===== config.mk =====
export PLATFORM = sky130hd
export DESIGN_NAME = acfq_ram
export DESIGN_NICKNAME = d
export VERILOG_FILES = /design/src/sv/acfq_ram.sv
export SDC_FILE = /design/constraint.sdc
export NUM_CORES = 1
export LEC_CHECK = 0
export BUFFER_PORTS_ARGS = -buffer_cell sky130_fd_sc_hd__buf_2
export CAP_MARGIN = 40
export CELL_PAD_IN_SITES_DETAIL_PLACEMENT = 1
export CELL_PAD_IN_SITES_GLOBAL_PLACEMENT = 2
export CORE_ASPECT_RATIO = 0.75
export CORE_UTILIZATION = 40
export DETAILED_ROUTE_END_ITERATION = 16
export GPL_ROUTABILITY_DRIVEN = 1
export PLACE_DENSITY = 0.79
export SLEW_MARGIN = 5
export SYNTH_ARGS = -nofsm -noshare
export SYNTH_HDL_FRONTEND = slang
export SYNTH_SLANG_ARGS = --single-unit

===== constraint.sdc =====
create_clock -name clk -period 1.7 [get_ports clk]
set_input_delay 0 -clock clk [delete_from_list [all_inputs] [get_ports clk]]
set_output_delay 0 -clock clk [all_outputs]
set_load 0.1 [all_outputs]

===== src/sv/acfq_ram.sv =====
// generic single-write, single-read ram with registered read data
`default_nettype none

module acfq_ram #(
	parameter int WIDTH = 8,
	parameter int DEPTH = 16
) (
	input  wire logic                     clk,
	input  wire logic                     we,
	input  wire logic [$clog2(DEPTH)-1:0] waddr,
	input  wire logic [WIDTH-1:0]         wdata,
	input  wire logic                     re,
	input  wire logic [$clog2(DEPTH)-1:0] raddr,
	output logic      [WIDTH-1:0]         rdata
);

	logic [WIDTH-1:0] mem [DEPTH];

	always_ff @(posedge clk) begin
		if (we) begin
			mem[waddr] <= wdata;
		end
		if (re) begin
			rdata <= mem[raddr];
		end
	end

endmodule

`default_nettype wire


# Yosys cells after proc, flatten, opt, wreduce, memory -nomap -nowiden
# Memory sizes are Yosys's and may differ from the RTL's. A register that Yosys moved wholly into a read port is not among the register bits.
# Index checks and enable logic that the tools add are counted.
[totals]
elab_cells = 3
ram_bits = 128
memories = 1
ff_bits = 0
[mem_list]
columns = ["name", "depth", "word_bits", "read_ports", "rd_ports_with_merged_regs", "write_ports", "line", "text"]
rows = [
  ["mem", 16, 8, 1, 1, 1, "17", "logic [WIDTH-1:0] mem [DEPTH];"],
]
[classes]
muxes = 2
[ops]
columns = ["cell", "n"]
rows = [
  ["two-way mux 1 bit", 2],
]

# Longest topological paths before layout
[logic_depth]
word_depth = 2
ltp_mapped = 5
ltp_nobuf = 3

# Worst setup path before layout
# Ideal clock, no wire load.
[synth_timing]
path_kind = "input-to-reg"
start = "input waddr[2]"
end = "memory mem[0][0], enable pin"
arrival_ns = 1.110
setup_ns = 0.383
setup_slack_ns = 0.207
stages = 2
required_time_ns = 1.317
cell_sequence = "or3b_2 nor3_1"
[synth_lines]
columns = ["item", "line", "text"]
rows = [
  ["from (decl)", "10", "input wire logic [$clog2(DEPTH)-1:0] waddr,"],
  ["to (decl)", "17", ""],
]
# No word-level cell before the write port.

==> impl_results.md <==
- Status: completed
- Non-Filler Instances: 473
- Die width: roughly 130 um
- RSZ-0062 raised after global routing: false
- RR Startpoint: mem[10][4]
- GP Congestion: approximately 0.74
- Final Total Pwr: 7.98 mW
- Mapped Nets: 248
- DR WL/cell: about 22 um
- Worst vdd ir: around 0.75 mV
- Critical path's slowest cell: mux4_1
- Area Growth Syn to Fin: 21.6%
- Clock Skew: 0.00729 ns
- Inserted Clock Buffers: 17
- ANT cells: 0
- CTS tree: done
- Crit-path max FO: 1
- Via count: 2491
- Tmin final: 1.50 ns
- Type of origin of the critical path: flop
- Die area: 0.0135 mm^2
- Share of layout cells above drive strength 1: 31.6%
- Final Max Tran Viols: 0
- LEAKAGE: about 2.1 nW
- Synth Instances: 229
- Final wirelength: 10600 um
- CP required: between 1.5 and 2 ns
- Hpwl dp: 6990 um
- Synthesized area: 0.00523 mm^2
- Util after Layout: 50.8%
- NumNets Final: 313
- Hold Crit Class: in2reg
- Tcrit/Tclk final: between 80% and 90%
- Reg-to-reg endpoint: rdata[4]
- Post-synth cell types: 18
- Crit path largest cell delay: 0.49 ns
- Core area: 0.0125 mm^2
- Crit-path cells: mux4_1 > a22oi_1 > nand2_1
- Worst hold path endpoint: mem[8][4]
- Clk pin slew, worst setup/hold paths: 0.06 ns
- Setup TNS: 0 ns
- Length in cells of the worst reg-to-reg path: 3
- Overflow after GRT: 0
- GRT Total Usage: 17.3%
- Power Density: 1260 mW/mm^2
- Yosys Warn Count: 0
- Max-cap check violation count: 0
- Post-synthesis register bit count: 136
- WHS Path Cells: 3
- R2R setup slack: 0.20 ns
- Setup Crit Path Kind: reg2reg
- Vias in the first global route: 2761
- Initial Util: 41.7%
- Worst Max-Slew Pin Slew: 0.489 ns
- 1st-pass router iterations: 5
- Post-route DRC: 0
- Sequential area share after synthesis: 78.1%
- Fmax: 0.667 GHz
- Detail Route Antenna Nets: 0
- # IOs: 27
- Worst-Skew Late Latency: just over 0.4 ns
- Worst setup EP type: flop
- First-pass GRT wire length: between 15000 and 20000 um
- CTS HTree Levels: 4
- Mapped Avg Cell Area: around 23 um^2
- Initial antenna violation count: 0
- Largest net degree at the start of global routing: 33
- CTS Buffer Depth: 2
- DR vias/cell: 5.27
- CTS Sinks: approximately 140
- Final hold vios: 0
- Max_slew headroom: slightly below 70%
- Final count of negative-setup-slack endpoints: 0
- Number of port buffers: 26
- Site row count: 35
- DIE HEIGHT: 101 um
- DRT iter0 DRCs: 170
- Root Driver: clkbuf_16
- Cts repair resizes: 0
- Critical Path AT: 1.64 ns
- Placed cells: between 400 and 500
- Min-delay src: waddr[0]
[what timing repair did]
item	in CTS	in global routing
setup buffers	0	0
hold buffers	9	0
endpoints found under the hold margin	136	0
[metal layers]
layer,routed length (um),vias up,GRT usage (%)
li1,-,1112,-
met1,4830,1308,22.0
met2,5310,61,28.5
met3,349,10,4.83
met4,126,0,6.82
met5,0,-,0
[through the flow]
step           setup WS [ns]  hold slack (ns)  cell area (um^2)
2_1_floorplan          0.207           0.0989              5230
3_3_place_gp           0.134            0.381              5660
3_5_place_dp           0.127            0.394              5660
4_1_cts                0.191            0.145              6360
5_1_grt                0.173            0.166              6360
6_report               0.200            0.168              6360
[critical path: cells and delay by family (launching register included)]
family | cells | cell delay (ns)
compound gates | 1 | 0.27
flops | 1 | 0.37
mux | 1 | 0.49
simple gates | 1 | 0.10
[worst max-delay path by stage]
stage                           from   endpoint  slack [ns]  cells after the start
final                     mem[10][4]   rdata[4]        0.20                      3
after global routing      mem[10][4]   rdata[4]        0.17                      3
after CTS                 mem[10][4]   rdata[4]        0.19                      3
after detailed placement    raddr[0]   rdata[4]        0.13                      5
after global placement      raddr[0]   rdata[4]        0.13                      5
after floorplan             waddr[2]  mem[0][0]        0.21                      2
[where the power goes]
group	switching, mW	internal, mW
Clock	1.39	2.31
Combinational	0.314	0.164
Sequential	0.0219	3.78
[layout make-up]
class                      instances  area, um^2
fill                            1143        6170
sequential                       136        4080
multi-input combinational         83        1060
clock buffer                      18         429
timing repair buffer              56         403
tap                              166         208
clock inverter                    14         178
[registers in the layout, summed over array words and instances (netlist names)]
register / count
rdata: 8
mem: 128
[logic make-up (layout without fill, tap and decap cells)]
family	count (synthesis)	in the layout	synth area share, %
buf+inv	10	88	1.65
simple gates	35	35	3.14
mux	32	32	14.8
flops	136	136	78.1
compound gates	16	16	2.30
[cells in the mapped netlist]
library cell | count | area (um^2)
edfxtp_1 | 136 | 4080
mux4_2 | 18 | 405
a22oi_1 | 16 | 120
mux4_1 | 14 | 368
nor2_1 | 13 | 48.8
nand2_1 | 9 | 33.8
nor3_1 | 4 | 20.0
buf_2 | 3 | 15.0
buf_6 | 3 | 33.8
clkdlybuf4s25_2 | 3 | 30.0
nand2b_1 | 2 | 12.5
nand3b_1 | 2 | 15.0
and2_1 | 1 | 6.26
and2b_1 | 1 | 7.51
buf_4 | 1 | 7.51
nand3_1 | 1 | 5.00
nor2b_1 | 1 | 6.26
or3b_2 | 1 | 8.76
[cells in the final DEF (no fill, tap or decap), drive strengths merged]
| master | Yosys | layout |
|---|---|---|
| a22oi | 16 | 16 |
| and2 | 1 | 1 |
| and2b | 1 | 1 |
| buf | 7 | 47 |
| bufinv | 0 | 3 |
| clkbuf | 0 | 18 |
| clkinv | 0 | 7 |
| clkinvlp | 0 | 4 |
| dlygate4sd3 | 0 | 9 |
| edfxtp | 136 | 136 |
| mux4 | 32 | 32 |
| nand2 | 9 | 9 |
| nand2b | 2 | 2 |
| nand3 | 1 | 1 |
| nand3b | 2 | 2 |
| nor2 | 13 | 13 |
| nor2b | 1 | 1 |
| nor3 | 4 | 4 |
| or3b | 1 | 1 |
Note: power is estimated with default switching activity, not from simulation.
